<file path="config.mk">
export PLATFORM = sky130hd
export DESIGN_NAME = packet_deframer_sum_check
export DESIGN_NICKNAME = d
export VERILOG_FILES = /design/src/sv/pdsc_pkg.sv /design/src/sv/packet_deframer_sum_check.sv /design/src/sv/pdsc_ram.sv /design/src/sv/pdsc_ctrl.sv /design/src/sv/pdsc_dpath.sv
export SDC_FILE = /design/constraint.sdc
export NUM_CORES = 1
export LEC_CHECK = 0
export BUFFER_PORTS_ARGS = -buffer_cell sky130_fd_sc_hd__buf_2
export CAP_MARGIN = 20
export CORE_MARGIN = 4
export CORE_UTILIZATION = 57
export CTS_CLUSTER_DIAMETER = 60
export CTS_CLUSTER_SIZE = 14
export DETAILED_ROUTE_END_ITERATION = 8
export GPL_TIMING_DRIVEN = 0
export HOLD_SLACK_MARGIN = 0.05
export PLACE_DENSITY = 0.75
export SKIP_CTS_REPAIR_TIMING = 1
export SLEW_MARGIN = 20
export SYNTH_ARGS = -nofsm -noshare
export SYNTH_HDL_FRONTEND = slang
export SYNTH_SLANG_ARGS = --single-unit
export TNS_END_PERCENT = 30
</file>
<file path="constraint.sdc">
create_clock -name clk -period 6.5 [get_ports clk]
set_input_delay 1.3 -clock clk [delete_from_list [all_inputs] [get_ports clk]]
set_output_delay 1.3 -clock clk [all_outputs]
set_load 0.03 [all_outputs]
</file>
<file path="src/sv/pdsc_pkg.sv">
// pdsc_pkg: types shared by the frame deframer controller, datapath and top level
// no dependencies

package pdsc_pkg;

  typedef enum logic [2:0] {
    ST_ID,
    ST_PAYLOAD,
    ST_CHECK,
    ST_RD,
    ST_SHOW
  } state_t;

  typedef struct packed {
    logic load_id;
    logic store;
    logic check;
    logic rd;
    logic step;
  } cmd_t;

  typedef struct packed {
    logic fill_last;
    logic sum_match;
    logic at_last;
  } sts_t;

endpackage

</file>
<file path="src/sv/packet_deframer_sum_check.sv">
// packet_deframer_sum_check: top level of the fixed-length frame deframer
// depends on pdsc_pkg, pdsc_ctrl and pdsc_dpath

// Receives one byte per transfer: an id byte, PAYLOAD_BYTES payload bytes and a checksum
// byte equal to the 8-bit wrapping sum of id and payload. While a frame is received a byte
// is taken every cycle. After a matching checksum the block stalls its input and sends
// PAYLOAD_BYTES + 1 results (payload bytes in order, then the checksum byte marked last).
// Each payload result is read from the payload ram through its registered read port and
// then presented. A frame with a bad checksum is dropped without output and the next byte
// is taken as an id. No clearing pass is needed after reset.

module packet_deframer_sum_check
  import pdsc_pkg::*;
#(
  parameter int PAYLOAD_BYTES = 16
) (
  input  logic       clk,
  input  logic       rst_n,
  input  logic       in_valid,
  output logic       in_stall,
  input  logic [7:0] in_rx_byte,
  output logic       out_valid,
  input  logic       out_stall,
  output logic [7:0] out_frame_id,
  output logic [4:0] out_byte_index,
  output logic [7:0] out_data_byte,
  output logic       out_last_byte
);

  cmd_t cmd;
  sts_t sts;

  pdsc_ctrl u_ctrl (
    .clk       (clk),
    .rst_n     (rst_n),
    .in_valid  (in_valid),
    .out_stall (out_stall),
    .sts       (sts),
    .cmd       (cmd),
    .in_stall  (in_stall),
    .out_valid (out_valid)
  );

  pdsc_dpath #(
    .PAYLOAD_BYTES (PAYLOAD_BYTES)
  ) u_dpath (
    .clk        (clk),
    .rst_n      (rst_n),
    .cmd        (cmd),
    .rx_byte    (in_rx_byte),
    .sts        (sts),
    .frame_id   (out_frame_id),
    .byte_index (out_byte_index),
    .data_byte  (out_data_byte),
    .last_byte  (out_last_byte)
  );

`ifndef SYNTH
  a_no_rx_during_burst: assert property (@(posedge clk) disable iff (!rst_n)
    out_valid |-> in_stall)
    else $error("input taken during result burst");

  a_burst_ends: assert property (@(posedge clk) disable iff (!rst_n)
    (out_valid && !out_stall && out_last_byte) |=> !out_valid)
    else $error("result after last byte of frame");

  a_index_steps: assert property (@(posedge clk) disable iff (!rst_n)
    (out_valid && !out_stall && !out_last_byte) |-> ##2
      (out_valid && out_byte_index == 5'($past(out_byte_index, 2) + 5'd1)))
    else $error("byte index did not advance by one");

  a_last_index: assert property (@(posedge clk) disable iff (!rst_n)
    (out_valid && out_last_byte) |-> (out_byte_index == 5'(PAYLOAD_BYTES)))
    else $error("last byte at wrong index");
`endif

endmodule

</file>
<file path="src/sv/pdsc_ram.sv">
// pdsc_ram: generic single-port ram with registered read
// no dependencies

module pdsc_ram #(
  parameter int WIDTH = 8,
  parameter int DEPTH = 16,
  localparam int AW = (DEPTH > 1) ? $clog2(DEPTH) : 1
) (
  input  logic             clk,
  input  logic             we,
  input  logic             re,
  input  logic [AW-1:0]    addr,
  input  logic [WIDTH-1:0] wdata,
  output logic [WIDTH-1:0] rdata
);

  logic [WIDTH-1:0] mem [DEPTH];
  logic [WIDTH-1:0] rdata_r;

  always_ff @(posedge clk) begin
    if (we) begin
      mem[addr] <= wdata;
    end
    if (re) begin
      rdata_r <= mem[addr];
    end
  end

  assign rdata = rdata_r;

endmodule

</file>
<file path="src/sv/pdsc_ctrl.sv">
// pdsc_ctrl: frame sequencing state machine
// depends on pdsc_pkg

module pdsc_ctrl
  import pdsc_pkg::*;
(
  input  logic clk,
  input  logic rst_n,
  input  logic in_valid,
  input  logic out_stall,
  input  sts_t sts,
  output cmd_t cmd,
  output logic in_stall,
  output logic out_valid
);

  state_t state_r, state_nxt;

  always_ff @(posedge clk) begin
    if (!rst_n) begin
      state_r <= ST_ID;
    end else begin
      state_r <= state_nxt;
    end
  end

  always_comb begin
    state_nxt = state_r;
    cmd       = '0;
    in_stall  = 1'b1;
    out_valid = 1'b0;
    case (state_r)
      ST_ID: begin
        in_stall = 1'b0;
        if (in_valid) begin
          cmd.load_id = 1'b1;
          state_nxt   = ST_PAYLOAD;
        end
      end
      ST_PAYLOAD: begin
        in_stall = 1'b0;
        if (in_valid) begin
          cmd.store = 1'b1;
          if (sts.fill_last) begin
            state_nxt = ST_CHECK;
          end
        end
      end
      ST_CHECK: begin
        in_stall = 1'b0;
        if (in_valid) begin
          cmd.check = 1'b1;
          state_nxt = sts.sum_match ? ST_RD : ST_ID;
        end
      end
      ST_RD: begin
        // checksum byte comes from its own register, no read
        cmd.rd    = !sts.at_last;
        state_nxt = ST_SHOW;
      end
      ST_SHOW: begin
        out_valid = 1'b1;
        if (!out_stall) begin
          if (sts.at_last) begin
            state_nxt = ST_ID;
          end else begin
            cmd.step  = 1'b1;
            state_nxt = ST_RD;
          end
        end
      end
      default: begin
        state_nxt = ST_ID;
      end
    endcase
  end

endmodule

</file>
<file path="src/sv/pdsc_dpath.sv">
// pdsc_dpath: id, running sum, fill counter, checksum register and payload ram
// depends on pdsc_pkg and pdsc_ram

module pdsc_dpath
  import pdsc_pkg::*;
#(
  parameter int PAYLOAD_BYTES = 16
) (
  input  logic       clk,
  input  logic       rst_n,
  input  cmd_t       cmd,
  input  logic [7:0] rx_byte,
  output sts_t       sts,
  output logic [7:0] frame_id,
  output logic [4:0] byte_index,
  output logic [7:0] data_byte,
  output logic       last_byte
);

  localparam int AW = (PAYLOAD_BYTES > 1) ? $clog2(PAYLOAD_BYTES) : 1;
  localparam int CW = $clog2(PAYLOAD_BYTES + 1);

  logic [7:0]    held_id_r, held_id_nxt;
  logic [7:0]    sum_r, sum_nxt;
  logic [7:0]    chk_r, chk_nxt;
  logic [CW-1:0] fill_r, fill_nxt;
  logic [7:0]    ram_rdata;

  always_ff @(posedge clk) begin
    if (!rst_n) begin
      held_id_r <= '0;
      sum_r     <= '0;
      fill_r    <= '0;
    end else begin
      held_id_r <= held_id_nxt;
      sum_r     <= sum_nxt;
      fill_r    <= fill_nxt;
    end
  end

  always_ff @(posedge clk) begin
    chk_r <= chk_nxt;
  end

  always_comb begin
    held_id_nxt = held_id_r;
    sum_nxt     = sum_r;
    chk_nxt     = chk_r;
    fill_nxt    = fill_r;
    if (cmd.load_id) begin
      held_id_nxt = rx_byte;
      sum_nxt     = rx_byte;
      fill_nxt    = '0;
    end
    if (cmd.store) begin
      sum_nxt  = sum_r + rx_byte;
      fill_nxt = fill_r + CW'(1);
    end
    if (cmd.check) begin
      chk_nxt  = rx_byte;
      fill_nxt = '0;
    end
    if (cmd.step) begin
      fill_nxt = fill_r + CW'(1);
    end
  end

  pdsc_ram #(
    .WIDTH (8),
    .DEPTH (PAYLOAD_BYTES)
  ) u_ram (
    .clk   (clk),
    .we    (cmd.store),
    .re    (cmd.rd),
    .addr  (fill_r[AW-1:0]),
    .wdata (rx_byte),
    .rdata (ram_rdata)
  );

  assign sts.fill_last = (fill_r == CW'(PAYLOAD_BYTES - 1));
  assign sts.sum_match = (rx_byte == sum_r);
  assign sts.at_last   = (fill_r == CW'(PAYLOAD_BYTES));

  assign frame_id   = held_id_r;
  assign byte_index = 5'(fill_r);
  assign data_byte  = sts.at_last ? chk_r : ram_rdata;
  assign last_byte  = sts.at_last;

endmodule
</file>
==> results.sh, run 1 <==
export IMPL_status="finished clean"
export IMPL_syn_num_nets=436
export IMPL_cpPeakStageDelay_ps=400
export IMPL_max_clock_path_buffers=2
export IMPL_dp_hpwl_mm=9.42
export IMPL_setup_worst_path_class="flop to output port"
export IMPL_core_um2=12100
export IMPL_syn_area_um2=7040
export IMPL_path_buf_inv=5
export IMPL_n_antenna_cell=0
export IMPL_ys_flop_type="edfxtp_1"
export IMPL_fill_cells=806
export IMPL_cts_root_buf="clkbuf_16"
export IMPL_multiInputGateArea_um2=2100
export IMPL_grt_max_degree=24
export IMPL_min_period_ps=4290
export IMPL_combPwrFrac=0.061
export IMPL_pwr_share_seq=0.505
export IMPL_drv_cap=0
export IMPL_wl_per_cell_um=22.4
export IMPL_grtUsageTotal=0.216
export IMPL_num_rows=40
export IMPL_ir_worst_vdd_v=0.000176
export IMPL_io_pins=36
export IMPL_wirelength_mm=14.5
export IMPL_finalHoldViolCount=0
export IMPL_tns_ps=0
export IMPL_grt_pass1_wl_mm=22.4
export IMPL_p_leak_nw=2.71
export IMPL_required_ps=5200
export IMPL_path_clk_slew_ps=60
export IMPL_rsz0062_at_grt="no"
export IMPL_yosys_register_bits=168
export IMPL_finalSetupViolations=0
export IMPL_htreeDepth=4
export IMPL_cts_sinks=168
export IMPL_cp_end_kind="output port"
export IMPL_port_buffers=34
export IMPL_arrival_ps=2990
export IMPL_syn_inst=411
export IMPL_numCtsBuffers=17
export IMPL_total_power_mw=2.35
export IMPL_swShare=0.216
export IMPL_insertion_delay_ps=420
export IMPL_switchingPower_mw=0.507
export IMPL_worstPathCellList="clkbuf_1 > clkbuf_1 > inv_1 > ha_1 > nor4bb_4 > buf_2 > mux2_2 > buf_2"
export IMPL_ys_types=49
export IMPL_reg2reg_slack_ps=3520
export IMPL_cpLargestDelayFamily="buffers and inverters"
export IMPL_grt_pass1_vias=3826
export IMPL_path_max_fanout=10
export IMPL_ys_warn_count=0
export IMPL_cts_tree="yes"
export IMPL_start_util=0.584
export IMPL_internal_power_mw=1.84
export IMPL_ant_nets=0
export IMPL_ff_latch_area_um2=4800
export IMPL_viasPerCell=5.92
export IMPL_ys_seq_area_frac=0.682
export IMPL_fin_nets=489
export IMPL_die_area_um2=14200
export IMPL_max_freq_mhz=233
export IMPL_worst_pin_slew_ps=848
export IMPL_drv_slew=0
export IMPL_synthArstFlopShare=0
export IMPL_antenna_found_initial=0
export IMPL_holdWs_ps=454
export IMPL_die_x_um=119
export IMPL_globalplace_congestion=0.860
export IMPL_drt_first_pass_iters=5
export IMPL_fin_worst_skew_ps=6.10
export IMPL_p_per_area_nw_per_um2=292
export IMPL_slowest_stage="nor4bb_4"
export IMPL_timing_final_crit_share=0.659
export IMPL_power_frac_clock=0.434
export IMPL_die_h_um=119
export IMPL_drive_above_1_share=0.239
export IMPL_drtIter0Drc=503
export IMPL_vias=3819
export IMPL_hold_path_class="flop to flop"
export IMPL_grt_overflow=0
export IMPL_synth_area_per_cell_um2=17.1
export IMPL_synth_edf_count=144
export IMPL_maxSlewHeadroom=0.431
export IMPL_syn_to_final_growth_pct=14.3
export IMPL_route_detailed_drc=0
export IMPL_critPathLaunchType="flop"
==> placed cells by master, fill, tap and decap left out, types with 3 or more instances in the layout <==
| cell type | Yosys | layout |
|---|---|---|
| a211oi_1 | 3 | 3 |
| a21o_1 | 3 | 3 |
| a21oi_1 | 20 | 20 |
| a31oi_1 | 4 | 4 |
| and2_1 | 3 | 3 |
| buf_1 | 3 | 3 |
| buf_2 | 4 | 38 |
| bufinv_16 | 0 | 3 |
| clkbuf_1 | 8 | 9 |
| clkbuf_16 | 0 | 17 |
| clkinv_4 | 0 | 3 |
| clkinvlp_4 | 0 | 4 |
| dfxtp_1 | 24 | 24 |
| edfxtp_1 | 144 | 144 |
| ha_1 | 12 | 12 |
| inv_1 | 8 | 8 |
| mux2_2 | 8 | 8 |
| mux4_1 | 16 | 16 |
| mux4_2 | 24 | 24 |
| nand2_1 | 30 | 30 |
| nand2b_1 | 6 | 6 |
| nand3_1 | 5 | 5 |
| nor2_1 | 31 | 31 |
| nor2b_1 | 7 | 7 |
| nor3_1 | 9 | 4 |
| nor3_2 | 0 | 5 |
| o21ai_0 | 3 | 3 |
| xor2_1 | 4 | 4 |
==> through the flow <==
stage | util | worst slack (ps) | instance area, um2 | std cells
floorplan | - | 2920 | 7040 | 411
global placement | 0.615 | 2490 | 7420 | 613
detailed placement | 0.617 | 2650 | 7440 | 613
CTS | 0.667 | 2180 | 8050 | 645
global route | 0.668 | 2050 | 8050 | 645
finish | 0.668 | 2210 | 8050 | 645
==> path summary, 6_finish.rpt <==
| path | start | to | cells past startpoint |
|---|---|---|---|
| setup reg to reg | u_dpath.byte_index[1] | u_dpath.u_ram.rdata[2] | 7 |
| hold / removal | u_dpath.frame_id[6] | u_dpath.frame_id[6] | 2 |
| hold reg to reg | u_dpath.frame_id[6] | u_dpath.frame_id[6] | 2 |
| setup / recovery | u_dpath.byte_index[1] | out_data_byte[7] | 8 |
==> cell usage after synthesis (2+ instances only) <==
cell type,count,area [um2]
a211oi_1,3,22.5
a21o_1,3,22.5
a21oi_1,20,100
a222oi_1,2,20.0
a31oi_1,4,25.0
and2_1,3,18.8
buf_1,3,11.3
buf_2,4,20.0
buf_6,2,22.5
clkbuf_1,8,30.0
dfxtp_1,24,480
edfxtp_1,144,4320
ha_1,12,150
inv_1,8,30.0
mux2_2,8,90.1
mux2i_1,2,20.0
mux4_1,16,420
mux4_2,24,541
nand2_1,30,113
nand2b_1,6,37.5
nand3_1,5,25.0
nand3b_1,2,15.0
nor2_1,31,116
nor2b_1,7,43.8
nor3_1,9,45.0
nor4bb_4,2,50.1
o21ai_0,3,15.0
xnor2_1,2,17.5
xor2_1,4,35.0
==> worst min-delay path, delay by kind of cell (launching register included) <==
kind / cells / cell delay (ps)
flops: 1 / 310
simple gates: 1 / 50
compound gates: 1 / 50
==> state kept, by name (all words and copies together), names as in the netlist <==
signal,cells
u_dpath.byte_index,5
u_dpath.frame_id,8
u_dpath.chk_r,8
u_dpath.sum_r,8
u_dpath.u_ram.rdata,8
u_dpath.u_ram.mem,128
u_ctrl.state_r,3
==> layer usage <==
| layer | global-route usage | wire length [um] |
|---|---|---|
| met5 | 0 | 0 |
| met4 | 0.0746 | 233 |
| met3 | 0.0451 | 707 |
| met2 | 0.344 | 7370 |
| met1 | 0.301 | 6160 |
==> power by group through the flow <==
stage / logic [mW] / clock network [mW] / registers [mW]
2_1_floorplan: 0.0865 / 0 / 1.22
3_3_place_gp: 0.138 / 0 / 1.21
3_5_place_dp: 0.142 / 0 / 1.21
4_1_cts: 0.144 / 1.03 / 1.19
5_1_grt: 0.155 / 1.07 / 1.19
6_report: 0.143 / 1.02 / 1.19
==> cell type report <==
class                      instances  area share
sequential                       168       0.597
multi-input combinational        214       0.261
inverter                           9     0.00420
buffer                            20      0.0157
tap                              168      0.0261
timing repair buffer              34      0.0211
clock inverter                    14      0.0218
clock buffer                      18      0.0533
==> logic make-up after synthesis <==
| kind of cell | Yosys count | share of synthesized area |
|---|---|---|
| flip-flops | 168 | 0.682 |
| buffers and inverters | 29 | 0.0227 |
| AND/OR/NAND/NOR | 103 | 0.0739 |
| AO/OA/AOI/OAI | 42 | 0.0375 |
| adder cells (fa/ha/maj) | 13 | 0.0242 |
| multiplexers | 50 | 0.152 |
| XOR/XNOR | 6 | 0.00746 |
(Power assumes the default switching activity.)
==> inputs of run 2 (changes only) <==
CORE_UTILIZATION = 55   (was 57)
PLACE_DENSITY = 0.76   (was 0.75)
clock period = 3.9 ns   (was 6.5 ns; I/O delays follow)
==> results.sh, run 2 (synthesis gave the netlist of run 1 again) <==
export IMPL_port_buffers=34
export IMPL_finalHoldViolCount=0
export IMPL_cts_sinks=168
export IMPL_die_area_um2=14700
export IMPL_rsz0062_at_grt="no"
export IMPL_hold_depth=2
export IMPL_r2r_cells=7
export IMPL_worst_pin_slew_ps=892
export IMPL_num_rows=41
export IMPL_antenna_found_initial=0
export IMPL_largest_register_ffs=128
export IMPL_n_antenna_cell=0
export IMPL_postLayoutCellArea_um2=8080
export IMPL_fill_cells=844
export IMPL_holdWs_ps=460
export IMPL_finalSetupViolations=0
export IMPL_path_max_fanout=10
export IMPL_path_clk_slew_ps=70
export IMPL_placed_cell_area_um2=7450
export IMPL_largest_register="u_dpath.u_ram.mem"
export IMPL_ant_nets=0
export IMPL_grt_max_degree=24
export IMPL_hold_path_class="flop to flop"
export IMPL_combPwrFrac=0.060
export IMPL_swShare=0.213
export IMPL_reg2reg_from="u_dpath.byte_index[1]"
export IMPL_drv_slew=0
export IMPL_maxSlewHeadroom=0.402
export IMPL_p_leak_nw=2.73
export IMPL_worstPathCellList="clkbuf_1 > clkbuf_2 > inv_1 > ha_1 > nor4bb_4 > buf_2 > mux2_2 > buf_2"
export IMPL_cp_startpoint="u_dpath.byte_index[1]"
export IMPL_insertion_delay_ps=430
export IMPL_vias=3910
export IMPL_switchingPower_mw=0.849
export IMPL_final_common_cell="edfxtp_1"
export IMPL_cpPeakStageDelay_ps=420
export IMPL_die_h_um=121
export IMPL_drt_first_pass_iters=5
export IMPL_cts_tree="yes"
export IMPL_pwr_share_seq=0.496
export IMPL_status="finished clean"
export IMPL_p_per_area_nw_per_um2=494
export IMPL_dp_hpwl_mm=9.90
export IMPL_wirelength_mm=15.1
export IMPL_post_route_util=0.643
export IMPL_drtIter0Drc=389
export IMPL_reg2reg_slack_ps=1060
export IMPL_max_clock_path_buffers=2
export IMPL_htreeDepth=4
export IMPL_ir_worst_vdd_v=0.000296
export IMPL_tns_ps=0
export IMPL_arrival_ps=2960
export IMPL_internal_power_mw=3.14
export IMPL_required_ps=3120
export IMPL_syn_to_final_growth_pct=14.7
export IMPL_route_detailed_drc=0
export IMPL_critPathLaunchType="flop"
export IMPL_fin_nets=489
export IMPL_drive_above_1_share=0.241
export IMPL_grtUsageTotal=0.222
export IMPL_cp_common_cell="buf_2"
export IMPL_globalplace_congestion=0.853
export IMPL_slowest_stage="nor4bb_4"
export IMPL_start_util=0.560
export IMPL_max_freq_mhz=267
export IMPL_timing_final_crit_share=0.959
export IMPL_die_x_um=121
export IMPL_fin_worst_skew_ps=16.0
export IMPL_min_delay_start="u_dpath.frame_id[5]"
export IMPL_wl_per_cell_um=23.3
export IMPL_grt_pass1_vias=3912
export IMPL_drv_cap=0
export IMPL_grt_overflow=0
export IMPL_cp_end_kind="output port"
export IMPL_numCtsBuffers=17
export IMPL_cts_root_buf="clkbuf_16"
export IMPL_io_pins=36
export IMPL_worst_hold_path_endpoint="u_dpath.frame_id[5]"
export IMPL_setup_worst_path_class="flop to output port"
export IMPL_r2r_end="u_dpath.u_ram.rdata[0]"
export IMPL_viasPerCell=6.02
export IMPL_min_period_ps=3740
export IMPL_power_frac_clock=0.444
export IMPL_core_um2=12600
export IMPL_mostFrequentLayoutCells="edfxtp_1, buf_2, nor2_1"
export IMPL_grt_pass1_wl_mm=23.3
[run 2: power by group through the flow]
stage               Sequential, mW  Clock (mW)  Combinational [mW]
floorplan                     2.03           0               0.144
global placement              2.01           0               0.228
detailed placement            2.02           0               0.237
CTS                           1.98        1.79               0.239
global route                  1.98        1.88               0.258
finish                        1.98        1.77               0.238
[run 2: per-stage QoR]
step                instances  total power [mW]  worst slack, ps
floorplan                 411              2.17              840
detailed placement        617              2.25              444
global route              649              4.12             35.5
CTS                       649              4.00             33.9
finish                    649              3.99              160
global placement          617              2.24              412
[run 2: worst max path at each step]
stage                         endpoint  slack (ps)  depth (start not counted)
3_5_place_dp    u_dpath.u_ram.rdata[0]         440                          7
6_report              out_data_byte[1]         160                          8
3_3_place_gp   u_dpath.u_ram.mem[0][5]         410                          7
5_1_grt               out_data_byte[1]          40                          8
2_1_floorplan         out_data_byte[0]         840                          7
4_1_cts               out_data_byte[4]          30                          8
[run 2: layout make-up]
class / count / area (um2) / area share
Timing Repair Buffer: 34 / 170 / 0.0211
Clock inverter: 13 / 194 / 0.0240
Clock buffer: 19 / 433 / 0.0536
Inverter: 9 / 33.8 / 0.00418
Sequential cell: 168 / 4800 / 0.595
Multi-Input combinational cell: 214 / 2100 / 0.260
Buffer: 20 / 128 / 0.0158
Tap cell: 172 / 215 / 0.0266
[run 2: worst max-delay path: cells and delay by family, from the launching register on]
family / cells / cell delay (ps)
AND/OR/NAND/NOR: 1 / 420
buffers and inverters: 5 / 1200
adder cells (fa/ha/maj): 1 / 200
flip-flops: 1 / 340
multiplexers: 1 / 370
[run 2: per-layer routing]
layer / track usage / share of wire
met4: 0.0840 / 0.022
met2: 0.363 / 0.52
met3: 0.0513 / 0.065
met5: 0 / 0
met1: 0.292 / 0.40
